## src/hdl/dxt_transparency_mask_store_macros.svh

```systemverilog
// Assertion macros shared by the transparency mask store RTL.
// DXT_TM_ASSERT checks a property on clk_i outside of reset.
// DXT_TM_ASSERT_ALWAYS checks a property on clk_i at every edge, reset included.
`ifndef DXT_TRANSPARENCY_MASK_STORE_MACROS_SVH
`define DXT_TRANSPARENCY_MASK_STORE_MACROS_SVH
`ifndef SYNTHESIS
`define DXT_TM_ASSERT(lbl, prop, msg) \
  lbl: assert property (@(posedge clk_i) disable iff (!rst_ni) prop) else $error(msg);
`define DXT_TM_ASSERT_ALWAYS(lbl, prop, msg) \
  lbl: assert property (@(posedge clk_i) prop) else $error(msg);
`else
`define DXT_TM_ASSERT(lbl, prop, msg)
`define DXT_TM_ASSERT_ALWAYS(lbl, prop, msg)
`endif
`endif

```

## src/hdl/dxt_tm_pkg.sv

```systemverilog
// ----------------------------------------------------------------------------
// dxt_tm_pkg
// Types, codes and sizes shared by the transparency mask store.
// ----------------------------------------------------------------------------
`default_nettype none

package dxt_tm_pkg;

  localparam int MAX_WIDTH      = 1024;
  localparam int MAX_HEIGHT     = 1024;
  localparam int BLOCKS_PER_ROW = (MAX_WIDTH + 3) / 4;
  localparam int BLOCK_ROWS     = (MAX_HEIGHT + 3) / 4;
  localparam int DEPTH          = BLOCKS_PER_ROW * BLOCK_ROWS;
  localparam int ADDR_W         = $clog2(DEPTH);

  localparam int CFG_W     = 11;
  localparam int CFG_IDX_W = 2;
  localparam logic [CFG_W-1:0] SIZE_RESET = 11'd1024;

  localparam logic [1:0] DXT1_IDX_TRANSP = 2'h3;
  localparam logic [3:0] DXT3_ALPHA_ZERO = 4'h0;

  typedef enum logic [1:0] {
    CMD_CLEAR = 2'd0,
    CMD_BLOCK = 2'd1,
    CMD_PIXEL = 2'd2,
    CMD_QUERY = 2'd3
  } cmd_e;

  typedef enum logic [1:0] {
    STS_DONE    = 2'd0,
    STS_RANGE   = 2'd1,
    STS_IGNORED = 2'd2
  } status_e;

  typedef enum logic [1:0] {
    FMT_RAW   = 2'd0,
    FMT_DXT1  = 2'd1,
    FMT_DXT3  = 2'd2,
    FMT_OTHER = 2'd3
  } fmt_e;

  typedef enum logic [CFG_IDX_W-1:0] {
    CFG_WIDTH  = 2'd0,
    CFG_HEIGHT = 2'd1,
    CFG_FORMAT = 2'd2
  } cfg_idx_e;

  // Work handed from the front to the back.
  typedef enum logic [1:0] {
    OP_NONE  = 2'd0,
    OP_SET   = 2'd1,
    OP_QUERY = 2'd2,
    OP_CLEAR = 2'd3
  } op_e;

  typedef struct packed {
    op_e               op;
    logic [ADDR_W-1:0] addr;
    logic [15:0]       mask;
    status_e           status;
  } entry_t;

endpackage

`default_nettype wire

```

## src/hdl/dxt_tm_queue.sv

```systemverilog
// ----------------------------------------------------------------------------
// dxt_tm_queue
// Two-entry queue of store operations between the front and the back.
// ----------------------------------------------------------------------------
`default_nettype none

module dxt_tm_queue (
  input  wire                 clk_i,
  input  wire                 rst_ni,
  input  wire                 push_valid_i,
  input  dxt_tm_pkg::entry_t  push_entry_i,
  output logic                push_ready_o,
  output logic                pop_valid_o,
  output dxt_tm_pkg::entry_t  pop_entry_o,
  input  wire                 pop_ready_i
);

  dxt_tm_pkg::entry_t slot_q [2];
  logic               wr_ptr_q, wr_ptr_d;
  logic               rd_ptr_q, rd_ptr_d;
  logic [1:0]         count_q, count_d;
  logic               push, pop;

  assign push_ready_o = (count_q != 2'd2);
  assign pop_valid_o  = (count_q != 2'd0);
  assign pop_entry_o  = slot_q[rd_ptr_q];
  assign push         = push_valid_i && push_ready_o;
  assign pop          = pop_valid_o && pop_ready_i;

  always_comb begin
    wr_ptr_d = push ? ~wr_ptr_q : wr_ptr_q;
    rd_ptr_d = pop ? ~rd_ptr_q : rd_ptr_q;
    count_d  = count_q + 2'(push) - 2'(pop);
  end

  always_ff @(posedge clk_i or negedge rst_ni) begin
    if (!rst_ni) begin
      wr_ptr_q <= 1'b0;
      rd_ptr_q <= 1'b0;
      count_q  <= 2'd0;
    end else begin
      wr_ptr_q <= wr_ptr_d;
      rd_ptr_q <= rd_ptr_d;
      count_q  <= count_d;
    end
  end

  always_ff @(posedge clk_i) begin
    if (push) begin
      slot_q[wr_ptr_q] <= push_entry_i;
    end
  end

endmodule

`default_nettype wire

```

## config.mk

```make
export PLATFORM = sky130hd
export DESIGN_NAME = dxt_tm_queue
export DESIGN_NICKNAME = d
export VERILOG_FILES = /design/src/hdl/dxt_transparency_mask_store_macros.svh /design/src/hdl/dxt_tm_pkg.sv /design/src/hdl/dxt_tm_queue.sv
export SDC_FILE = /design/constraint.sdc
export NUM_CORES = 1
export LEC_CHECK = 0
export BUFFER_PORTS_ARGS = -buffer_cell sky130_fd_sc_hd__buf_2
export CORE_AREA = 4 4 84 86
export CTS_CLUSTER_SIZE = 8
export DETAILED_ROUTE_END_ITERATION = 6
export DIE_AREA = 0 0 88 90
export PLACE_DENSITY_LB_ADDON = 0.3
export SYNTH_ARGS = -nofsm -noshare
export SYNTH_HDL_FRONTEND = slang
export SYNTH_SLANG_ARGS = --single-unit
```

## constraint.sdc

```tcl
create_clock -name clk_i -period 2.6 [get_ports clk_i]
set_clock_uncertainty 0.05 [all_clocks]
set_input_delay 0.26 -clock clk_i [delete_from_list [all_inputs] [get_ports clk_i]]
set_output_delay 0.26 -clock clk_i [all_outputs]
set_load 0.01 [all_outputs]
```

==> flow_summary.html <==
<table>
<tr><th>Metric</th><th>Value</th></tr>
<tr><th colspan="2">Clock tree</th></tr>
<tr><td>H-Tree Depth</td><td>3</td></tr>
<tr><td>Number of clock sinks</td><td>76</td></tr>
<tr><td>TritonCTS Buffers</td><td>9</td></tr>
<tr><td>Buffer cell driving the clock tree root</td><td>sky130_fd_sc_hd__clkbuf_8</td></tr>
<tr><td>Worst-Skew Late Latency</td><td>320 ps</td></tr>
<tr><td>TritonCTS clock tree</td><td>done</td></tr>
<tr><td>Maximum count of clock buffers along a single path</td><td>2</td></tr>
<tr><td>Post-CTS clock slew at the launch and capture registers of the worst setup and hold paths</td><td>70 ps</td></tr>
<tr><td>Quantity of gates resized following cts</td><td>0</td></tr>
<tr><th colspan="2">Synthesis</th></tr>
<tr><td>Yosys synthesis warning count</td><td>0</td></tr>
<tr><td>Total nets after synthesis</td><td>171</td></tr>
<tr><td>Sequential cell area fraction in the yosys report</td><td>77.5%</td></tr>
<tr><td>Gate Count Post-Synth</td><td>129</td></tr>
<tr><td>Syn avg cell area</td><td>22.6 um2</td></tr>
<tr><td>Yosys reg bits</td><td>76</td></tr>
<tr><td>Netlist cell types</td><td>15</td></tr>
<tr><td>Cell area after synthesis</td><td>2920 um2</td></tr>
<tr><th colspan="2">Die</th></tr>
<tr><td>Row count</td><td>29</td></tr>
<tr><td>Die height</td><td>90 um</td></tr>
<tr><td>Core region area</td><td>6280 um2</td></tr>
<tr><td>Horizontal extent of the die</td><td>88 um</td></tr>
<tr><td>Effective utilization at floorplan</td><td>46.5%</td></tr>
<tr><td>Ports placed on the boundary</td><td>78</td></tr>
<tr><td>Die area</td><td>7920 um2</td></tr>
<tr><th colspan="2">Global route</th></tr>
<tr><td>Wire length of the first global-routing pass</td><td>7160 um</td></tr>
<tr><td>Number of global-route vias before repair</td><td>1419</td></tr>
<tr><td>Global-route usage over all layers</td><td>12.2%</td></tr>
<tr><td>Pin count of the biggest net entering global routing</td><td>27</td></tr>
<tr><td>Number of antenna violations at the first check in global routing</td><td>0</td></tr>
<tr><td>Total gr overflow</td><td>0</td></tr>
<tr><th colspan="2">Detailed routing</th></tr>
<tr><td>DRC violations left</td><td>0</td></tr>
<tr><td>Routed len/inst</td><td>15.4 um</td></tr>
<tr><td>Via Count</td><td>1401</td></tr>
<tr><td>Number of nets with antenna violations after detailed routing</td><td>0</td></tr>
<tr><td>Starting DRT DRC Count</td><td>40</td></tr>
<tr><td>Iteration count of the initial detailed-routing pass</td><td>3</td></tr>
<tr><td>Total wirelength of the detailed-routed design</td><td>4640 um</td></tr>
<tr><td>Routed via count divided by cell count</td><td>4.64</td></tr>
<tr><th colspan="2">Layout</th></tr>
<tr><td>Final-layout fill cell count</td><td>488</td></tr>
<tr><td>Final instance area</td><td>3630 um2</td></tr>
<tr><td>Ratio of cells with drive above 1 in the final layout</td><td>60.9%</td></tr>
<tr><td>N_diodes</td><td>0</td></tr>
<tr><td>Area overhead of the layout relative to synthesis</td><td>24.3%</td></tr>
<tr><td>Number of nets in the final layout</td><td>262</td></tr>
<tr><th colspan="2">Timing</th></tr>
<tr><td>Headroom to the max-slew limit</td><td>55.6%</td></tr>
<tr><td>Share of the clock period used by the worst path after layout</td><td>86.9%</td></tr>
<tr><td>Setup TNS</td><td>0 ps</td></tr>
<tr><td>Count of final max-slew check failures</td><td>0</td></tr>
<tr><td>Number of hold violations in the final report</td><td>0</td></tr>
<tr><td>Setup violation total in the final timing report</td><td>0</td></tr>
<tr><td>RSZ-0062 raised after global routing</td><td>false</td></tr>
<tr><td>Min Clock Period, post-route</td><td>2260 ps</td></tr>
<tr><td>Timing-limited maximum frequency</td><td>443 MHz</td></tr>
<tr><td>Pin slew with the least headroom to its limit</td><td>666 ps</td></tr>
<tr><th colspan="2">Placed design</th></tr>
<tr><td>Area after DPL</td><td>3410 um2</td></tr>
<tr><td>Detailed-placement wirelength estimate</td><td>3300 um</td></tr>
<tr><td>Count of buffers from port buffering</td><td>77</td></tr>
<tr><td>RePlAce Congestion</td><td>0.658</td></tr>
<tr><th colspan="2">Power and ir drop</th></tr>
<tr><td>Static Leakage</td><td>1.47 nW</td></tr>
<tr><td>Total power divided by cell area</td><td>1110 nW/um2</td></tr>
<tr><td>Max rail drop VDD</td><td>647 uV</td></tr>
<tr><th colspan="2">Worst setup path</th></tr>
<tr><td>Element type at the critical path start</td><td>register</td></tr>
<tr><td>Endpoint arrival time on the critical path</td><td>1950 ps</td></tr>
<tr><td>Startpoint-to-endpoint class of the critical path</td><td>reg -&gt; out</td></tr>
<tr><td>Crit-path max FO</td><td>24</td></tr>
<tr><td>Crit path capture type</td><td>output port</td></tr>
<tr><td>Required time worst endpoint</td><td>2290 ps</td></tr>
<tr><th colspan="2">Hold path</th></tr>
<tr><td>Worst Hold Class</td><td>in -&gt; reg</td></tr>
<tr><th colspan="2">Run status</th></tr>
<tr><td>Outcome</td><td>completed</td></tr>
<tr><th colspan="2">Run</th></tr>
<tr><td>Max-cap violation count</td><td>0</td></tr>
</table>
layout make-up:
cell class	count	area, um2	share of cell area, %
repair buffers	84	440	12.1
well taps	77	96.3	2.66
clock inverters	6	78.8	2.17
multi-input cells	48	618	17.0
flip-flops and latches	76	2260	62.4
inverters	1	3.75	0.103
clock buffers	10	128	3.52
routing by layer:
layer  up-vias  global-route usage (%)  wire length (um)
li1        684                       -                 -
met1       665                    14.8              1910
met2        44                    19.3              2360
met3         8                    3.29               296
met4         0                    6.65                76
met5         -                       0                 0
cell usage after synthesis:
library cell	number	area [um2]
sky130_fd_sc_hd__edfxtp_1	72	2160
sky130_fd_sc_hd__mux2_4	29	435
sky130_fd_sc_hd__mux2_2	7	78.8
sky130_fd_sc_hd__buf_6	4	45.0
sky130_fd_sc_hd__dfrtp_1	4	100
sky130_fd_sc_hd__xnor2_1	3	26.3
sky130_fd_sc_hd__ha_1	2	25.0
sky130_fd_sc_hd__and2_4	1	8.76
sky130_fd_sc_hd__and3_1	1	6.26
sky130_fd_sc_hd__inv_1	1	3.75
sky130_fd_sc_hd__nand2_1	1	3.75
sky130_fd_sc_hd__nand2b_1	1	6.26
sky130_fd_sc_hd__nor2_1	1	3.75
sky130_fd_sc_hd__or2_1	1	6.26
sky130_fd_sc_hd__xor2_1	1	8.76
worst paths after layout:
kind | from | to | slack [ps] | cells after the start
min in group asynchronous | rst_ni | wr_ptr_q | 210 | 2
max reg2reg | count_q[1] | slot_q[1][9] | 840 | 3
min reg2reg | wr_ptr_q | wr_ptr_q | 510 | 1
max in group asynchronous | rst_ni | rd_ptr_q | 2160 | 2
max | rd_ptr_q | pop_entry_o[33] | 340 | 3
min | push_entry_i[23] | slot_q[1][23] | 70 | 1
per-stage QoR:
step	setup slack [ps]	hold slack, ps	std cells	utilization, %	total power, mW
after floorplan	532	-85.6	129	-	2.75
after global placement	665	22.1	285	54.4	3.15
after detailed placement	650	22.2	285	54.4	3.18
after CTS	276	45.8	302	57.8	4.11
after global routing	203	41.4	302	57.8	4.26
final	341	67.5	302	57.8	4.03
power by group:
| part | internal [mW] | total [mW] | switching [mW] |
|---|---|---|---|
| Clock | 0.533 | 0.917 | 0.384 |
| Sequential | 1.68 | 1.85 | 0.172 |
| Combinational | 0.696 | 1.26 | 0.567 |
repair_timing:
item,CTS,global route
buffers inserted,0,0
hold buffers,1,0
endpoints found under the hold margin,4,0
critical path, cell delays in order, from the launching register on:
cell                      delay (ps)
sky130_fd_sc_hd__dfrtp_2         800
sky130_fd_sc_hd__buf_4           350
sky130_fd_sc_hd__mux2_4          320
sky130_fd_sc_hd__buf_2           140
cells in the final DEF (no fill, tap or decap), types with 2 or more instances in the layout:
cell                        synthesis  final
sky130_fd_sc_hd__dfrtp_1            4      3
sky130_fd_sc_hd__ha_1               2      2
sky130_fd_sc_hd__mux2_2             7      7
sky130_fd_sc_hd__edfxtp_1          72     72
sky130_fd_sc_hd__clkbuf_8           0      9
sky130_fd_sc_hd__mux2_4            29     29
sky130_fd_sc_hd__bufinv_16          0      2
sky130_fd_sc_hd__xnor2_1            3      3
sky130_fd_sc_hd__buf_4              0      6
sky130_fd_sc_hd__clkinv_2           0      3
sky130_fd_sc_hd__buf_2              0     77
cells by family after synthesis:
family                     count (synthesis)  share of synthesized area, %
DFF                                       76                          77.5
muxes                                     36                          17.6
and+or+nand+nor                            6                          1.20
buffers and inverters                      5                          1.67
xor gates and xnor gates                   4                          1.20
adders and majority gates                  2                         0.857
sequential cells by signal, summed over array words and instances (netlist names):
register and flops:
slot_q 72, rd_ptr_q 1, wr_ptr_q 1, count_q 2
Note: power is estimated with default switching activity, not from simulation.
