[config.mk]
export PLATFORM = sky130hd
export DESIGN_NAME = dxt_tm_front_flat
export DESIGN_NICKNAME = d
export VERILOG_FILES = /design/src/hdl/dxt_transparency_mask_store_macros.svh /design/src/hdl/dxt_tm_pkg.sv /design/src/hdl/dxt_tm_if.sv /design/src/hdl/dxt_tm_front.sv /design/src/flat_wrapper.sv
export SDC_FILE = /design/constraint.sdc
export NUM_CORES = 1
export LEC_CHECK = 0
export BUFFER_PORTS_ARGS = -buffer_cell sky130_fd_sc_hd__buf_2
export CORE_MARGIN = 2
export CORE_UTILIZATION = 51
export DETAILED_ROUTE_END_ITERATION = 8
export GPL_TIMING_DRIVEN = 1
export MAX_ROUTING_LAYER = met4
export PLACE_DENSITY = 0.95
export SYNTH_ARGS = -nofsm -noshare
export SYNTH_HDL_FRONTEND = slang
export SYNTH_SLANG_ARGS = --single-unit
[constraint.sdc]
create_clock -name clk_i -period 7.8 [get_ports clk_i]
set_input_delay 1.56 -clock clk_i [delete_from_list [all_inputs] [get_ports clk_i]]
set_output_delay 1.56 -clock clk_i [all_outputs]
set_load 0.005 [all_outputs]
[src/hdl/dxt_transparency_mask_store_macros.svh]
// Assertion macros shared by the transparency mask store RTL.
// DXT_TM_ASSERT checks a property on clk_i outside of reset.
// DXT_TM_ASSERT_ALWAYS checks a property on clk_i at every edge, reset included.
`ifndef DXT_TRANSPARENCY_MASK_STORE_MACROS_SVH
`define DXT_TRANSPARENCY_MASK_STORE_MACROS_SVH
`ifndef SYNTHESIS
`define DXT_TM_ASSERT(lbl, prop, msg) \
  lbl: assert property (@(posedge clk_i) disable iff (!rst_ni) prop) else $error(msg);
`define DXT_TM_ASSERT_ALWAYS(lbl, prop, msg) \
  lbl: assert property (@(posedge clk_i) prop) else $error(msg);
`else
`define DXT_TM_ASSERT(lbl, prop, msg)
`define DXT_TM_ASSERT_ALWAYS(lbl, prop, msg)
`endif
`endif

[src/hdl/dxt_tm_pkg.sv]
// ----------------------------------------------------------------------------
// dxt_tm_pkg
// Types, codes and sizes shared by the transparency mask store.
// ----------------------------------------------------------------------------
`default_nettype none

package dxt_tm_pkg;

  localparam int MAX_WIDTH      = 1024;
  localparam int MAX_HEIGHT     = 1024;
  localparam int BLOCKS_PER_ROW = (MAX_WIDTH + 3) / 4;
  localparam int BLOCK_ROWS     = (MAX_HEIGHT + 3) / 4;
  localparam int DEPTH          = BLOCKS_PER_ROW * BLOCK_ROWS;
  localparam int ADDR_W         = $clog2(DEPTH);

  localparam int CFG_W     = 11;
  localparam int CFG_IDX_W = 2;
  localparam logic [CFG_W-1:0] SIZE_RESET = 11'd1024;

  localparam logic [1:0] DXT1_IDX_TRANSP = 2'h3;
  localparam logic [3:0] DXT3_ALPHA_ZERO = 4'h0;

  typedef enum logic [1:0] {
    CMD_CLEAR = 2'd0,
    CMD_BLOCK = 2'd1,
    CMD_PIXEL = 2'd2,
    CMD_QUERY = 2'd3
  } cmd_e;

  typedef enum logic [1:0] {
    STS_DONE    = 2'd0,
    STS_RANGE   = 2'd1,
    STS_IGNORED = 2'd2
  } status_e;

  typedef enum logic [1:0] {
    FMT_RAW   = 2'd0,
    FMT_DXT1  = 2'd1,
    FMT_DXT3  = 2'd2,
    FMT_OTHER = 2'd3
  } fmt_e;

  typedef enum logic [CFG_IDX_W-1:0] {
    CFG_WIDTH  = 2'd0,
    CFG_HEIGHT = 2'd1,
    CFG_FORMAT = 2'd2
  } cfg_idx_e;

  // Work handed from the front to the back.
  typedef enum logic [1:0] {
    OP_NONE  = 2'd0,
    OP_SET   = 2'd1,
    OP_QUERY = 2'd2,
    OP_CLEAR = 2'd3
  } op_e;

  typedef struct packed {
    op_e               op;
    logic [ADDR_W-1:0] addr;
    logic [15:0]       mask;
    status_e           status;
  } entry_t;

endpackage

`default_nettype wire

[src/hdl/dxt_tm_if.sv]
// ----------------------------------------------------------------------------
// dxt_tm_if
// Valid/ready channels for command items and result items.
// ----------------------------------------------------------------------------
`default_nettype none

interface dxt_tm_in_if;
  logic        valid;
  logic        ready;
  logic [1:0]  command;
  logic [63:0] block_data;
  logic [7:0]  block_col;
  logic [7:0]  block_row;
  logic [9:0]  pixel_x;
  logic [9:0]  pixel_y;
  logic        alpha_is_zero;

  modport source (output valid, command, block_data, block_col, block_row, pixel_x,
                  pixel_y, alpha_is_zero, input ready);
  modport sink (input valid, command, block_data, block_col, block_row, pixel_x,
                pixel_y, alpha_is_zero, output ready);
endinterface


`default_nettype wire

[src/hdl/dxt_tm_front.sv]
// ----------------------------------------------------------------------------
// dxt_tm_front
// Holds the configuration and map-present flag, accepts command items and
// turns each into one store operation with its status already decided.
// ----------------------------------------------------------------------------
`default_nettype none

module dxt_tm_front (
  input  wire                                clk_i,
  input  wire                                rst_ni,
  input  wire                                cfg_we_i,
  input  wire  [dxt_tm_pkg::CFG_IDX_W-1:0]   cfg_idx_i,
  input  wire  [dxt_tm_pkg::CFG_W-1:0]       cfg_wdata_i,
  dxt_tm_in_if.sink                          in_i,
  output logic                               push_valid_o,
  output dxt_tm_pkg::entry_t                 push_entry_o,
  input  wire                                push_ready_i
);

  logic [dxt_tm_pkg::CFG_W-1:0] width_q, height_q;
  dxt_tm_pkg::fmt_e             fmt_q;
  logic                         present_q, present_d;
  logic [dxt_tm_pkg::CFG_W-1:0] eff_w, eff_h;
  logic [15:0]                  marks;
  logic                         blk_oor, pix_oor;
  logic [dxt_tm_pkg::ADDR_W-1:0] blk_addr, pix_addr;
  logic                         push;
  dxt_tm_pkg::entry_t           ent;

  always_ff @(posedge clk_i or negedge rst_ni) begin
    if (!rst_ni) begin
      width_q  <= dxt_tm_pkg::SIZE_RESET;
      height_q <= dxt_tm_pkg::SIZE_RESET;
      fmt_q    <= dxt_tm_pkg::FMT_RAW;
    end else if (cfg_we_i) begin
      unique case (dxt_tm_pkg::cfg_idx_e'(cfg_idx_i))
        dxt_tm_pkg::CFG_WIDTH:  width_q  <= cfg_wdata_i;
        dxt_tm_pkg::CFG_HEIGHT: height_q <= cfg_wdata_i;
        dxt_tm_pkg::CFG_FORMAT: fmt_q    <= dxt_tm_pkg::fmt_e'(cfg_wdata_i[1:0]);
        default: ;
      endcase
    end
  end

  always_ff @(posedge clk_i or negedge rst_ni) begin
    if (!rst_ni) begin
      present_q <= 1'b0;
    end else begin
      present_q <= present_d;
    end
  end

  // Sizes above the store's capacity behave as the capacity.
  always_comb begin
    eff_w = width_q;
    eff_h = height_q;
    if (32'(width_q) > dxt_tm_pkg::MAX_WIDTH) begin
      eff_w = dxt_tm_pkg::CFG_W'(dxt_tm_pkg::MAX_WIDTH);
    end
    if (32'(height_q) > dxt_tm_pkg::MAX_HEIGHT) begin
      eff_h = dxt_tm_pkg::CFG_W'(dxt_tm_pkg::MAX_HEIGHT);
    end
  end

  always_comb begin
    marks = '0;
    for (int k = 0; k < 16; k++) begin
      if (fmt_q == dxt_tm_pkg::FMT_DXT1) begin
        marks[k] = (in_i.block_data[15:0] <= in_i.block_data[31:16]) &&
                   (in_i.block_data[32+2*k +: 2] == dxt_tm_pkg::DXT1_IDX_TRANSP);
      end else if (fmt_q == dxt_tm_pkg::FMT_DXT3) begin
        marks[k] = (in_i.block_data[4*k +: 4] == dxt_tm_pkg::DXT3_ALPHA_ZERO);
      end
    end
  end

  // A partial last block column or row is out of range.
  assign blk_oor = ({1'b0, in_i.block_col} >= eff_w[10:2]) ||
                   ({1'b0, in_i.block_row} >= eff_h[10:2]);
  assign pix_oor = ({1'b0, in_i.pixel_x} >= eff_w) || ({1'b0, in_i.pixel_y} >= eff_h);

  assign blk_addr = dxt_tm_pkg::ADDR_W'(32'(in_i.block_row) * dxt_tm_pkg::BLOCKS_PER_ROW
                                        + 32'(in_i.block_col));
  assign pix_addr = dxt_tm_pkg::ADDR_W'(32'(in_i.pixel_y[9:2]) * dxt_tm_pkg::BLOCKS_PER_ROW
                                        + 32'(in_i.pixel_x[9:2]));

  always_comb begin
    ent.op     = dxt_tm_pkg::OP_NONE;
    ent.addr   = pix_addr;
    ent.mask   = 16'(1) << {in_i.pixel_y[1:0], in_i.pixel_x[1:0]};
    ent.status = dxt_tm_pkg::STS_DONE;
    if (dxt_tm_pkg::cmd_e'(in_i.command) == dxt_tm_pkg::CMD_CLEAR) begin
      ent.op = dxt_tm_pkg::OP_CLEAR;
    end else if (!present_q) begin
      ent.status = dxt_tm_pkg::STS_IGNORED;
    end else begin
      unique case (dxt_tm_pkg::cmd_e'(in_i.command))
        dxt_tm_pkg::CMD_BLOCK: begin
          ent.addr = blk_addr;
          ent.mask = marks;
          if (fmt_q == dxt_tm_pkg::FMT_RAW) begin
            ent.status = dxt_tm_pkg::STS_IGNORED;
          end else if (blk_oor) begin
            ent.status = dxt_tm_pkg::STS_RANGE;
          end else if (fmt_q != dxt_tm_pkg::FMT_OTHER) begin
            ent.op = dxt_tm_pkg::OP_SET;
          end
        end
        dxt_tm_pkg::CMD_PIXEL: begin
          if (fmt_q != dxt_tm_pkg::FMT_RAW) begin
            ent.status = dxt_tm_pkg::STS_IGNORED;
          end else if (pix_oor) begin
            ent.status = dxt_tm_pkg::STS_RANGE;
          end else if (in_i.alpha_is_zero) begin
            ent.op = dxt_tm_pkg::OP_SET;
          end
        end
        dxt_tm_pkg::CMD_QUERY: begin
          if (pix_oor) begin
            ent.status = dxt_tm_pkg::STS_RANGE;
          end else begin
            ent.op = dxt_tm_pkg::OP_QUERY;
          end
        end
        default: ;
      endcase
    end
  end

  assign push         = in_i.valid && push_ready_i;
  assign in_i.ready   = push_ready_i;
  assign push_valid_o = in_i.valid;
  assign push_entry_o = ent;

  always_comb begin
    present_d = present_q;
    if (push && dxt_tm_pkg::cmd_e'(in_i.command) == dxt_tm_pkg::CMD_CLEAR) begin
      present_d = 1'b1;
    end
  end

endmodule

`default_nettype wire

[src/flat_wrapper.sv]
// flat-port wrapper written by rule: the top's interface ports become plain ports
module dxt_tm_front_flat 
  (clk_i, rst_ni, cfg_we_i, cfg_idx_i, cfg_wdata_i, push_valid_o, push_entry_o, push_ready_i, in_i_valid, in_i_command, in_i_block_data, in_i_block_col, in_i_block_row, in_i_pixel_x, in_i_pixel_y, in_i_alpha_is_zero, in_i_ready);
  dxt_tm_in_if in_i_i ();
  input  wire clk_i;
  input  wire rst_ni;
  input  wire cfg_we_i;
  input  wire  [dxt_tm_pkg::CFG_IDX_W-1:0] cfg_idx_i;
  input  wire  [dxt_tm_pkg::CFG_W-1:0] cfg_wdata_i;
  output logic push_valid_o;
  output dxt_tm_pkg::entry_t push_entry_o;
  input  wire push_ready_i;
  input wire logic [$bits(in_i_i.valid)-1:0] in_i_valid;
  input wire logic [$bits(in_i_i.command)-1:0] in_i_command;
  input wire logic [$bits(in_i_i.block_data)-1:0] in_i_block_data;
  input wire logic [$bits(in_i_i.block_col)-1:0] in_i_block_col;
  input wire logic [$bits(in_i_i.block_row)-1:0] in_i_block_row;
  input wire logic [$bits(in_i_i.pixel_x)-1:0] in_i_pixel_x;
  input wire logic [$bits(in_i_i.pixel_y)-1:0] in_i_pixel_y;
  input wire logic [$bits(in_i_i.alpha_is_zero)-1:0] in_i_alpha_is_zero;
  output wire logic [$bits(in_i_i.ready)-1:0] in_i_ready;
  assign in_i_i.valid = in_i_valid;
  assign in_i_i.command = in_i_command;
  assign in_i_i.block_data = in_i_block_data;
  assign in_i_i.block_col = in_i_block_col;
  assign in_i_i.block_row = in_i_block_row;
  assign in_i_i.pixel_x = in_i_pixel_x;
  assign in_i_i.pixel_y = in_i_pixel_y;
  assign in_i_i.alpha_is_zero = in_i_alpha_is_zero;
  assign in_i_ready = in_i_i.ready;
  dxt_tm_front u_core (.clk_i(clk_i), .rst_ni(rst_ni), .cfg_we_i(cfg_we_i), .cfg_idx_i(cfg_idx_i), .cfg_wdata_i(cfg_wdata_i), .in_i(in_i_i), .push_valid_o(push_valid_o), .push_entry_o(push_entry_o), .push_ready_i(push_ready_i));
endmodule
==> qor.txt <==
final hold viol count: 0
via count: 3799
first-pass GRT wire length: 16080 um
XOR/XNOR Fraction of Synth Area: 0
Worst-Skew Late Latency: 0.26 ns
hpwl dp: 8342 um
library cells used by synthesis: 42
worst endpoint required time: 6.24 ns
Multi-input gate area: 2487 um2
Setup crit start kind: primary input
wire length per cell: 15.99 um
Core Region: 6277 um2
Layout area overhead: 26.41%
Final Wtd Congestion: 0.9302
most common flop cell mapped by yosys: dfrtp_1
FF/Latch Area: 628.1 um2
Yosys reg bits: 25
starting density of the core: 0.5238
Slew Limit Fails: 0
Clock transition at path regs: 0.08 ns
cts repair resizes: 0
status: finished, final reports clean
Rel. slew slack: 0.2116
Peak supply drop: 131.4 uV
part of the power in combinational logic: 0.533
Net Switching: 209.2 uW
sequential share of the synthesized area: 0.1910
Iter 0 DRT Violations: 238
Syn Inst Count: 408
Rows: 29
CTS tree: built
Routed WL: 10070 um
Root Driver: clkbuf_8
crit end category: output port
clock skew: 0 ns
worst reg2reg setup slack: 6.85 ns
Post-Syn Area: 3288 um2
ant diodes: 0
I/O Buffers: 158
Final Instance Area: 4156 um2
die area: 7106 um2
Least-Margin Pin Slew: 1.180 ns
die height: 84.30 um
CP max FO: 16
final setup fails: 0
drt pass-1 iters: 5
hold buffer count at CTS: 0
total grt overflow: 0
Flop pwr share: 0.327
Final min period: 5.386 ns
critical path class: primary input to output port
initial antenna violation count: 0
leak pwr: 0.002035 uW
Switching Fraction: 0.3871
GRT Util Overall: 0.2782
clock sinks: 25
Compound-Gate Fraction of Synth Area: 0.1899
width of the die: 84.30 um
placed inst area: 4111 um2
mux contribution to synthesized area: 0.1370
clk buf depth: 2
Vias/cell: 6.030
total chip power: 540.4 uW
final net count: 727
DRC: 0
Filler Cell Count: 515
Post-synth EDFFs: 0
Detail Route Antenna Nets: 0
fin crit share: 0.6905
Tightest Hold Check Type: flip-flop to flip-flop
Synth Area in Adders: 0.1979
Async S/R FF share, synth: 1.000
final setup TNS: 0 ns
Worst Hold Margin: 0.5161 ns
vias in the first global route: 3693
Pwr Density: 130.0 nW/um2
H-tree Lvls: 1
post-synthesis simple-gate area fraction: 0.2298
largest net degree at the start of global routing: 36
layout cells sized above 1: 0.3816
Max-cap violations: 0
TritonCTS buffer count: 3
unrepaired setup endpoints after global routing: false
yosys warns: 0
# Post-CTS Setup Buffers: 0
P_int: 331.3 uW
I/O pin cnt: 159
largest family of logic cells by synthesized area: simple AND/OR/NAND/NOR gates
Clk pwr share: 0.139
syn avg cell area: 8.059 um2
syn nets: 581
Crit path arrival time: 3.83 ns
maximum clock frequency: 0.1857 GHz
-- per-layer routing --
layer,wire (um),track usage
met1,3868,0.3203
met2,5161,0.5079
met3,801,0.02852
met4,241,0.08211
met5,0,-
-- synth_stat cells, types with 2 or more instances --
cell / n / area, um2
o221ai_1: 2 / 17.52
a21o_1: 8 / 60.06
o21ai_1: 3 / 15.01
buf_2: 5 / 25.02
and3_1: 2 / 12.51
mux2_2: 40 / 450.4
o31ai_1: 2 / 15.01
dfrtp_1: 23 / 575.6
a21oi_1: 27 / 135.1
inv_1: 25 / 93.84
nand2b_1: 20 / 125.1
o21ai_0: 5 / 25.02
a31oi_1: 38 / 237.7
nand3_1: 21 / 105.1
nor2_1: 42 / 157.7
nand4_1: 4 / 25.02
clkbuf_1: 12 / 45.04
nor3_1: 3 / 15.01
nand3b_1: 2 / 15.01
ha_1: 52 / 650.6
nand2_1: 25 / 93.84
nor4_1: 17 / 106.4
buf_4: 2 / 15.01
nor2b_1: 8 / 50.05
a41oi_1: 2 / 17.52
dfstp_2: 2 / 52.55
-- registers in the layout, indices dropped and copies added (netlist names) --
signal and count:
u_core.height_q 11, u_core.width_q 11, u_core.fmt_q 2, u_core.present_q 1
-- power by group through the flow --
stage / logic (uW) / clock network (uW) / registers (uW)
floorplan: 184 / 0 / 168
global route: 320 / 83.2 / 180
detailed placement: 284 / 0 / 179
CTS: 287 / 76.0 / 176
global placement: 266 / 0 / 175
finish: 288 / 75.4 / 177
-- worst max-delay path, cell delays in order --
cell and delay, ns:
buf_2 0.11, ha_1 0.31, a21o_1 0.17, nand3_1 0.07, a21oi_1 0.06, o21bai_1 0.87
a31oi_1 0.17, a31oi_1 0.32, buf_2 0.17
-- cells in the final DEF, fill, tap and decap left out, types with 3 or more instances in the layout --
cell | synthesis | layout
nand2b_1 | 20 | 20
nor4_1 | 17 | 17
nand2_1 | 25 | 25
nor3_1 | 3 | 3
nor2_1 | 42 | 42
buf_2 | 5 | 158
o21ai_1 | 3 | 3
clkbuf_8 | 0 | 3
a21oi_1 | 27 | 27
ha_1 | 52 | 52
nand3_1 | 21 | 21
a21o_1 | 8 | 8
nand4_1 | 4 | 4
nor2b_1 | 8 | 8
inv_1 | 25 | 25
o21ai_0 | 5 | 5
mux2_2 | 40 | 40
dfrtp_1 | 23 | 23
a31oi_1 | 38 | 38
-- layout make-up --
| type | count | area share |
|---|---|---|
| multi-input combinational | 339 | 0.5984 |
| clock buffer | 4 | 0.01084 |
| sequential | 25 | 0.1511 |
| inverter | 25 | 0.02258 |
| tap | 77 | 0.02318 |
| timing repair buffer | 160 | 0.1939 |
-- per-stage QoR --
stage,std cells,setup WS (ns),util
floorplan,408,3.158,-
global placement,626,2.536,0.6550
detailed placement,626,2.461,0.6550
CTS,630,2.464,0.6621
global route,630,2.261,0.6621
finish,630,2.414,0.6621
-- cells by family after synthesis --
kind of cell,Yosys count
AO/OA/AOI/OAI,98
buffers and inverters,44
adder cells (fa/ha/maj),52
AND/OR/NAND/NOR,149
flip-flops,25
multiplexers,40
-- worst paths after layout --
path,depth (start not counted),end,start
hold / removal,1,u_core.width_q[7],u_core.width_q[7]
min in group asynchronous,1,u_core.height_q[6],rst_ni
setup / recovery,9,push_entry_o[10],in_i_block_data[5]
setup reg to reg,1,u_core.width_q[10],u_core.width_q[10]
max in group asynchronous,1,u_core.height_q[10],rst_ni
hold reg to reg,1,u_core.width_q[7],u_core.width_q[7]
Power figures use the tool's default switching activity.
